==> config.mk <==
export PLATFORM = sky130hd
export DESIGN_NAME = top_k_largest_tracker
export DESIGN_NICKNAME = d
export VERILOG_FILES = /design/src/rtl/tkl_pkg.sv /design/src/rtl/tkl_cell.sv /design/src/rtl/top_k_largest_tracker.sv
export SDC_FILE = /design/constraint.sdc
export NUM_CORES = 2
export LEC_CHECK = 0
export BUFFER_PORTS_ARGS = -buffer_cell sky130_fd_sc_hd__buf_2
export CAP_MARGIN = 40
export CORE_ASPECT_RATIO = 1.75
export CORE_MARGIN = 5
export CORE_UTILIZATION = 30
export DETAILED_ROUTE_END_ITERATION = 16
export GPL_ROUTABILITY_DRIVEN = 0
export MAX_ROUTING_LAYER = met4
export PLACE_DENSITY = 0.46
export SETUP_SLACK_MARGIN = 0.02
export SLEW_MARGIN = 10
export SYNTH_ARGS = -nofsm -noshare
export SYNTH_HDL_FRONTEND = slang
export SYNTH_SLANG_ARGS = --single-unit
==> constraint.sdc <==
create_clock -name aclk -period 7.4 [get_ports aclk]
set_input_delay 1.11 -clock aclk [delete_from_list [all_inputs] [get_ports aclk]]
set_output_delay 1.11 -clock aclk [all_outputs]
set_load 0.005 [all_outputs]
==> src/rtl/tkl_pkg.sv <==
// tkl_pkg: shared types for the top-k largest tracker
// holds the transfer payload structs and the cell control struct
// no dependencies
package tkl_pkg;

    localparam logic [4:0] LIMIT_RESET = 5'd10;

    typedef enum logic [0:0] {
        OP_OFFER = 1'b0,
        OP_READ  = 1'b1
    } tkl_op_t;

    typedef struct packed {
        tkl_op_t     operation;
        logic [15:0] key_id;
        logic [31:0] offered_size;
        logic [3:0]  read_index;
    } tkl_in_t;

    typedef struct packed {
        logic        was_inserted;
        logic [3:0]  insert_rank;
        logic [4:0]  entry_count;
        logic        entry_valid;
        logic [15:0] entry_key;
        logic [31:0] entry_size;
    } tkl_out_t;

    // per-cell control from the top level
    typedef struct packed {
        logic load_en;      // an offer transfer happens this cycle
        logic occupied;     // cell position is below the held count
        logic append_here;  // cell position equals held count and list has room
    } tkl_cell_ctl_t;

endpackage

==> src/rtl/tkl_cell.sv <==
// tkl_cell: one rank position of the sorted list, compare-and-shift
// depends on tkl_pkg for the control struct
// takes the offer, its upper neighbor's entry, or holds
module tkl_cell #(
    parameter int KEY_WIDTH  = 16,
    parameter int SIZE_WIDTH = 32
) (
    input  logic                    aclk,
    input  tkl_pkg::tkl_cell_ctl_t  ctl,
    input  logic [KEY_WIDTH-1:0]    new_key,
    input  logic [SIZE_WIDTH-1:0]   new_size,
    input  logic                    gt_prev,
    input  logic [KEY_WIDTH-1:0]    prev_key,
    input  logic [SIZE_WIDTH-1:0]   prev_size,
    output logic                    gt,
    output logic [KEY_WIDTH-1:0]    key_out,
    output logic [SIZE_WIDTH-1:0]   size_out
);
    import tkl_pkg::*;

    logic [KEY_WIDTH-1:0]  key_reg;
    logic [SIZE_WIDTH-1:0] size_reg;

    // strictly larger keeps ties behind older entries
    assign gt       = ctl.occupied && (new_size > size_reg);
    assign key_out  = key_reg;
    assign size_out = size_reg;

    always_ff @(posedge aclk) begin
        if (ctl.load_en) begin
            if (gt_prev) begin
                key_reg  <= prev_key;
                size_reg <= prev_size;
            end else if (gt || ctl.append_here) begin
                key_reg  <= new_key;
                size_reg <= new_size;
            end
        end
    end

endmodule

==> src/rtl/top_k_largest_tracker.sv <==
// top_k_largest_tracker: descending list of the largest (key, size) offers
// depends on tkl_pkg and tkl_cell
// a row of compare-and-shift cells, one per rank position
//
//  channel   | ports                          | direction | payload
//  ----------+--------------------------------+-----------+-------------------
//  input     | s_valid s_ready s_data         | in        | tkl_in_t
//  result    | m_valid m_ready m_data         | out       | tkl_out_t
//  config    | cfg_valid cfg_ready cfg_data   | in        | list_limit, 5 bits
//
// on each input transfer all cells compare the offered size
// against their own entry in parallel and shift or load at the same edge
// the result lands in a single output register; a new item is taken in the
// same cycle the waiting result is transferred, so one item per cycle while m_ready is high
// reset (synchronous, active low) empties the list and sets the limit to 10
// a stall on the result side holds s_ready low until the result leaves
module top_k_largest_tracker #(
    parameter int CAPACITY   = 16,
    parameter int KEY_WIDTH  = 16,
    parameter int SIZE_WIDTH = 32
) (
    input  logic              aclk,
    input  logic              aresetn,
    input  logic              s_valid,
    output logic              s_ready,
    input  tkl_pkg::tkl_in_t  s_data,
    output logic              m_valid,
    input  logic              m_ready,
    output tkl_pkg::tkl_out_t m_data,
    input  logic              cfg_valid,
    output logic              cfg_ready,
    input  logic [4:0]        cfg_data
);
    import tkl_pkg::*;

    localparam int CNT_W = $clog2(CAPACITY + 1);

    // control state
    logic [4:0]       limit_reg;
    logic [CNT_W-1:0] held_reg;
    logic             m_valid_reg;
    tkl_out_t         m_data_reg;

    // effective limit: zero reads as one, clipped to capacity
    logic [CNT_W-1:0] lim_eff;
    logic [CNT_W-1:0] cfg_lim;
    logic             room;
    logic             s_xfer;
    logic             offer;

    // cell row wiring
    logic [CAPACITY-1:0]   gt;
    logic [CAPACITY-1:0]   gt_prev;
    logic [KEY_WIDTH-1:0]  cell_key  [CAPACITY];
    logic [SIZE_WIDTH-1:0] cell_size [CAPACITY];
    logic [KEY_WIDTH-1:0]  new_key;
    logic [SIZE_WIDTH-1:0] new_size;

    logic [CNT_W-1:0] rank;
    logic [CNT_W-1:0] held_next;
    logic             any_gt;
    logic             rd_valid;
    logic [KEY_WIDTH-1:0]  rd_key;
    logic [SIZE_WIDTH-1:0] rd_size;
    tkl_out_t         result;

    function automatic logic [CNT_W-1:0] clip_limit(input logic [4:0] lim);
        logic [CNT_W-1:0] r;
        if (lim == 5'd0) begin
            r = CNT_W'(1);
        end else if (32'(lim) > CAPACITY) begin
            r = CNT_W'(CAPACITY);
        end else begin
            r = CNT_W'(lim);
        end
        return r;
    endfunction

    assign lim_eff   = clip_limit(limit_reg);
    assign cfg_lim   = clip_limit(cfg_data);
    assign room      = held_reg < lim_eff;
    assign s_ready   = !m_valid_reg || m_ready;
    assign s_xfer    = s_valid && s_ready;
    assign offer     = s_xfer && (s_data.operation == OP_OFFER);
    assign cfg_ready = 1'b1;
    assign m_valid   = m_valid_reg;
    assign m_data    = m_data_reg;

    assign new_key  = KEY_WIDTH'(s_data.key_id);
    assign new_size = SIZE_WIDTH'(s_data.offered_size);

    // each cell shifts when its upper neighbor was beaten by the offer
    assign gt_prev = gt << 1;

    for (genvar i = 0; i < CAPACITY; i++) begin : g_cell
        tkl_cell_ctl_t ctl;
        assign ctl.load_en     = offer;
        assign ctl.occupied    = CNT_W'(i) < held_reg;
        assign ctl.append_here = (CNT_W'(i) == held_reg) && room;

        tkl_cell #(
            .KEY_WIDTH  (KEY_WIDTH),
            .SIZE_WIDTH (SIZE_WIDTH)
        ) u_cell (
            .aclk      (aclk),
            .ctl       (ctl),
            .new_key   (new_key),
            .new_size  (new_size),
            .gt_prev   (gt_prev[i]),
            .prev_key  ((i == 0) ? new_key  : cell_key[(i == 0) ? 0 : i - 1]),
            .prev_size ((i == 0) ? new_size : cell_size[(i == 0) ? 0 : i - 1]),
            .gt        (gt[i]),
            .key_out   (cell_key[i]),
            .size_out  (cell_size[i])
        );
    end

    // insert position: first beaten cell, else the tail
    always_comb begin
        any_gt = |gt;
        rank   = held_reg;
        for (int i = 0; i < CAPACITY; i++) begin
            if (gt[i] && !gt_prev[i]) begin
                rank = CNT_W'(i);
            end
        end
    end

    assign held_next = room ? held_reg + CNT_W'(1) : held_reg;

    // read mux over the cell row
    always_comb begin
        rd_valid = 1'b0;
        rd_key   = '0;
        rd_size  = '0;
        for (int i = 0; i < CAPACITY; i++) begin
            if ((32'(s_data.read_index) == i) && (CNT_W'(i) < held_reg)) begin
                rd_valid = 1'b1;
                rd_key   = cell_key[i];
                rd_size  = cell_size[i];
            end
        end
    end

    always_comb begin
        result = '0;
        if (s_data.operation == OP_OFFER) begin
            result.was_inserted = any_gt || room;
            result.insert_rank  = (any_gt || room) ? 4'(rank) : 4'd0;
            result.entry_count  = 5'(held_next);
        end else begin
            result.entry_count  = 5'(held_reg);
            result.entry_valid  = rd_valid;
            result.entry_key    = 16'(rd_key);
            result.entry_size   = 32'(rd_size);
        end
    end

    // control registers
    always_ff @(posedge aclk) begin
        if (!aresetn) begin
            limit_reg   <= LIMIT_RESET;
            held_reg    <= '0;
            m_valid_reg <= 1'b0;
        end else begin
            if (cfg_valid && cfg_ready) begin
                limit_reg <= cfg_data;
                // lowering the limit drops entries past it
                if (held_reg > cfg_lim) begin
                    held_reg <= cfg_lim;
                end
            end else if (offer) begin
                held_reg <= held_next;
            end
            if (s_xfer) begin
                m_valid_reg <= 1'b1;
            end else if (m_ready) begin
                m_valid_reg <= 1'b0;
            end
        end
    end

    // result payload register
    always_ff @(posedge aclk) begin
        if (s_xfer) begin
            m_data_reg <= result;
        end
    end

endmodule
---- Word level (Yosys, flattened, before mapping) ----
Cells that the tools add are included.
storage, ports and cells
  register bits ........................... 838
  input bits .............................. 63
  output and inout bits ................... 62
cells by class
  add/sub/neg operators ................... 1
  order comparisons ....................... 36
  equal/unequal tests ..................... 31
  multiplexer cells ....................... 135
  bitwise gates (word level) .............. 2
  reductions and logical operators ........ 139
operators by type and width
  operator              number
  $mux W32              46
  $mux W16              46
  $gt A32 B32 Y1        16
  $logic_and A1 B1 Y1   65
  $mux W4               16
  $mux W5               9
  $eq A4 B5 Y1 const A  8
  $lt A4 B5 Y1 const A  8
  $reduce_and A2 Y1     17
  $reduce_bool A2 Y1    17
  $eq A4 B4 Y1 const B  8
  $eq A3 B5 Y1 const A  4
  $lt A3 B5 Y1 const A  4
  $logic_or A1 B1 Y1    18
  $mux W1               18
  $eq A4 B3 Y1 const B  4
  $logic_not A1 Y1      16
  $reduce_or A16 Y1     1
  $logic_not A5 Y1      3
  $eq A2 B5 Y1 const A  2
  $gt A5 B5 Y1 const B  2
  $lt A1 B5 Y1 const A  2
  $lt A2 B5 Y1 const A  2
  $eq A4 B2 Y1 const B  2
  other kinds (9)       10

---- Logic depth before layout (Yosys ltp) ----
  depth in word-level cells ............... 19
  gate-level depth with buffers ........... 14
  mapped depth without buffers ............ 14

---- By module ----
Synthesis repeated with hierarchy kept, for this count alone.
second synthesis, totals
  cell total of the unflattened synthesis .. 4618
  area, all modules ....................... 54318.3 µm²
modules (own cells, without submodules)
  module                 times used  cells each  area an instance (µm²)  sequential area each (µm²)
  tkl_cell               16          218         2851.5                  1441.4
  top_k_largest_tracker  1           1130        8694.6                  1991.9

---- Worst setup path after synthesis ----
No wires, ideal clock.
  path kind ............................... input port to flip-flop
  start point ............................. input s_data[4] (netlist name)
  end point ............................... register g_cell[8].u_cell.key_reg[0] (enable)
  setup time .............................. 482 ps
  data arrival time ....................... 5760 ps
  required time ........................... 6918 ps
  setup slack ............................. 1158 ps
  stages .................................. 11
  buffers on the path ..................... 3
  cell sequence ........................... inv_1 clkbuf_1 ha_1 nand4_1 nor4_1 and3_1 nor2_1 o21ai_0 clkbuf_1 clkbuf_1 a31oi_1
between the ends
  longest elaborated chain between the ends .. 5
  elaborated cells between the ends (all ways) .. 7
  classes of those cells .................. order compare: 2; reduce/logical: 5
ends and longest elaborated chain
  item                                     RTL line                     text
  start: declaration                       top_k_largest_tracker.sv:26  input tkl_pkg::tkl_in_t s_data,
  $gt A32 B32 Y1                           tkl_cell.sv:25               assign gt = ctl.occupied && (new_size > size_reg);
  $logic_and A1 B1 Y1                      tkl_cell.sv:25
  $logic_or A1 B1 Y1                       tkl_cell.sv:34               end else if (gt || ctl.append_here) begin
  $reduce_bool A2 Y1 (no source line) (*)  n/a
  $reduce_and A2 Y1 (no source line) (*)   n/a
  end signal: assignment                   tkl_cell.sv:32               key_reg <= prev_key;
  end signal: assignment                   tkl_cell.sv:35               key_reg <= new_key;
  end: declaration                         tkl_cell.sv:21               logic [KEY_WIDTH-1:0] key_reg;
Every way passes the cells marked *; elsewhere a longest branch is shown, timed or not.
A chain may end at the register's enable or synchronous reset.

---- Final worst setup path ----
  start point ............................. input s_data[34] (netlist name)
  end point ............................... register m_data_reg, in the netlist m_data[54], data pin
between the ends
  longest elaborated chain between the ends .. 19
  elaborated cells between the ends (all ways) .. 82
  classes of those cells .................. order compare: 16; mux: 16; bitwise: 1; reduce/logical: 49
ends and longest elaborated chain
  item                    RTL line                      text
  $gt A32 B32 Y1          tkl_cell.sv:25
  $logic_and A1 B1 Y1     tkl_cell.sv:25
  $logic_not A1 Y1        top_k_largest_tracker.sv:123  if (gt[i] && !gt_prev[i]) begin
  $logic_and A1 B1 Y1     top_k_largest_tracker.sv:123
  $mux W4 (15 in series)  top_k_largest_tracker.sv:123
  end signal: assignment  top_k_largest_tracker.sv:186  m_data_reg <= result;
  end: declaration        top_k_largest_tracker.sv:42   tkl_out_t m_data_reg;
Several ways; a longest one is shown, not always the timed one.

==> flow_summary_export.csv <==
group,metric,value,unit
cells_and_area,layout.nets,5608,
clock_tree,cts_tree,"yes",
floorplan,initial_utilization,30.1,%
synthesis,synthMostInstantiatedCell,"edfxtp_1",
clock_tree,path_clk_slew,0.06,ns
clock_tree,clock_latency,0.70,ns
cells_and_area,drive_gt1_share,17.3,%
critical_path,crit_fanout,84,
critical_path,path_buf_inv,2,
synthesis,synth-main-ff-cell,"edfxtp_1",
synthesis,yosysTopAreaCell,"edfxtp_1",
cells_and_area,fill_cells,17500,
critical_path,cp.required,7.92,ns
floorplan,die_y,564,um
sta,fin_skew,0.0281,ns
floorplan,die_w,327,um
global_routing,grt_pass1_wl,269000,um
routing,ant_nets,0,
clock_tree,cts-root-buf,"clkbuf_16",
clock_tree,clk_path_buf_depth,3,
run_status,status,"complete, no violations",
global_routing,grt_pass1_vias,40200,
clock_tree,h-tree-depth,3,
routing,dr.pass1.iters,6,
synthesis,async_reset_ff_share,0,%
power_and_ir_drop,power.leakage,23.4,nW
clock_tree,hold_buffers,0,
synthesis,avgSynthCellArea,10.6,um^2
sta,tightest_slew,0.925,ns
min_path,hold_class,"register to register",
routing,avgViaCountPerCell,5.31,
clock_tree,clock-sinks,838,
routing,routedWlPerCell,25.2,um
synthesis,syn_nets,5541,
routing,drc,0,
critical_path,worst_setup_path_start_kind,"primary input",
sta,hold_viol,0,
sta,max_freq,0.193,GHz
sta,fin_crit,5.18,ns
sta,final-max-slew-violation-count,0,
synthesis,syn_inst,4954,
clock_tree,cts.repair.resized,0,
power_and_ir_drop,power_density,195,mW/mm^2
place,dp_hpwl,144000,um
sta,rsz0062_at_grt,"no",
global_routing,antenna_found_initial,19,
routing,num_vias,39000,
global_routing,grt_max_degree,85,
flow_run,maxCapViolations,0,
synthesis,yosysUniqueCellTypes,85,
synthesis,synth_top_area_share,47.2,%
sta,whs,0.508,ns
critical_path,arrival,5.70,ns
synthesis,synth_edf_count,827,
critical_path,critPathCaptureType,"register",
routing,wirelength,185000,um
critical_path,slowest_stage,"nor3_1",
floorplan,pin_count,125,
critical_path,crit_type,"primary input to register",
synthesis,syn_area,0.0526,mm^2
floorplan,fp-row-count,203,
synthesis,ys_warn_count,0,
routing,drtIter0Drc,2802,
floorplan,dieArea,0.184,mm^2
cells_and_area,largest_reg_flops,512,
sta,fin_crit_sh,70.0,%
clock_tree,cts_buffers,88,
sta,slew_headroom,38.2,%
power_and_ir_drop,ir_drop,155,uV
floorplan,coreArea,0.174,mm^2
global_routing,grt_util_all_layers,20.1,%
critical_path,cp_top_family,"simple AND/OR/NAND/NOR gates",
synthesis,synthTopCellsByArea,"edfxtp_1 47%, ha_1 12%, mux2_2 9.0%",
cells_and_area,syn_to_final_growth,12.8,%
global_routing,overflow,0,
sta,final-setup-viol-count,0,
sta,setup-tns-final,0,ns
synthesis,synth_seq_cells,838,
cells_and_area,fin_util,34.0,%
critical_path,crit_path_max_incr_delay,0.81,ns
synthesis,synthTopCellsByCount,"827 x edfxtp_1, 553 x nand2_1, 524 x ha_1",
clock_tree,post_cts_buffers,0,
synthesis,ys_seq_area_share,47.6,%
place,port_buffers,123,
critical_path,crit_chain,"buf_2 > ha_1 > and4_1 > nand3_1 > nor3_1 > a31oi_1 > nand2_2 > buf_4 > a21oi_1 > o31ai_1 > a41oi_1 > a21boi_1",
-- cell usage in the layout, fill, tap and decap left out, types with 12 or more instances in the layout --
master / n
a221o_1: 12
nand3_1: 77
edfxtp_1: 827
a21o_1: 42
a221oi_1: 80
o21ai_0: 398
clkinv_2: 17
inv_1: 520
nor3_1: 38
o21a_1: 25
a21oi_4: 13
a211oi_1: 61
a31oi_1: 30
nand2_1: 550
or3_1: 14
nor2_1: 178
clkinv_1: 20
ha_1: 524
o211ai_1: 23
nand4_1: 104
o221ai_1: 49
and4_1: 13
mux2_2: 420
a222oi_1: 47
a22oi_1: 74
nor2b_1: 17
nor4_1: 19
clkbuf_16: 91
buf_4: 126
a21oi_1: 262
buf_2: 127
and3_1: 16
clkbuf_1: 16
nand2b_1: 19
o22ai_1: 29
-- per-stage QoR --
stage | setup WS, ns | total power [mW] | std cells | instance area (um^2)
floorplan | 1.16 | 6.41 | 4954 | 52600
global placement | 1.43 | 7.02 | 7172 | 56300
detailed placement | 1.52 | 7.04 | 7186 | 56400
CTS | 2.23 | 11.7 | 7344 | 59300
global route | 2.10 | 12.0 | 7355 | 59300
finish | 2.22 | 11.6 | 7355 | 59300
-- metal layers --
metal	share of wire [%]	vias up	GRT usage, %
met5	0	-	-
li1	-	18700	-
met3	3.8	271	2.18
met2	53	881	37.8
met1	37	19200	21.0
met4	5.5	0	9.31
-- path summary, 6_finish.rpt --
path              slack (ns)            to  cells after the start                           from
setup reg to reg        2.85    m_data[54]                     12  g_cell[8].u_cell.size_out[31]
hold / removal          0.51  limit_reg[1]                      2                   limit_reg[1]
hold reg to reg         0.51  limit_reg[1]                      2                   limit_reg[1]
setup / recovery        2.22    m_data[54]                     12                     s_data[34]
-- logic make-up after synthesis --
logic type,synth area share (%)
AO/OA/AOI/OAI,15.3
AND/OR/NAND/NOR,9.55
flip-flops,47.6
buffers and inverters,5.89
adder cells (fa/ha/maj),12.5
multiplexers,9.09
XOR/XNOR,0.0666
other,0.00713
-- final cells by class --
cell class	instances	area [um^2]	share of cell area, %
Timing Repair Buffer	261	1740	2.94
Sequential cell	838	25100	42.2
Antenna cell	11	27.5	0.0464
Clock inverter	51	493	0.831
Clock buffer	107	2340	3.94
Tap cell	2255	2820	4.76
Inverter	523	1960	3.31
Multi-Input combinational cell	3309	24900	41.9
-- where the power goes --
part,switching [mW],internal [mW],total (mW)
logic,0.959,0.530,1.49
registers,0.0600,5.38,5.44
clock network,2.07,2.56,4.63
-- worst register-to-register path: cells and delay by family (launching register included) --
kind            cells  cell delay (ns)
compound gates      5             1.36
fa+ha+maj           1             0.31
buf+inv             2             0.76
flops               1             0.37
simple gates        4             1.59
Note: power is estimated with default switching activity, not from simulation.
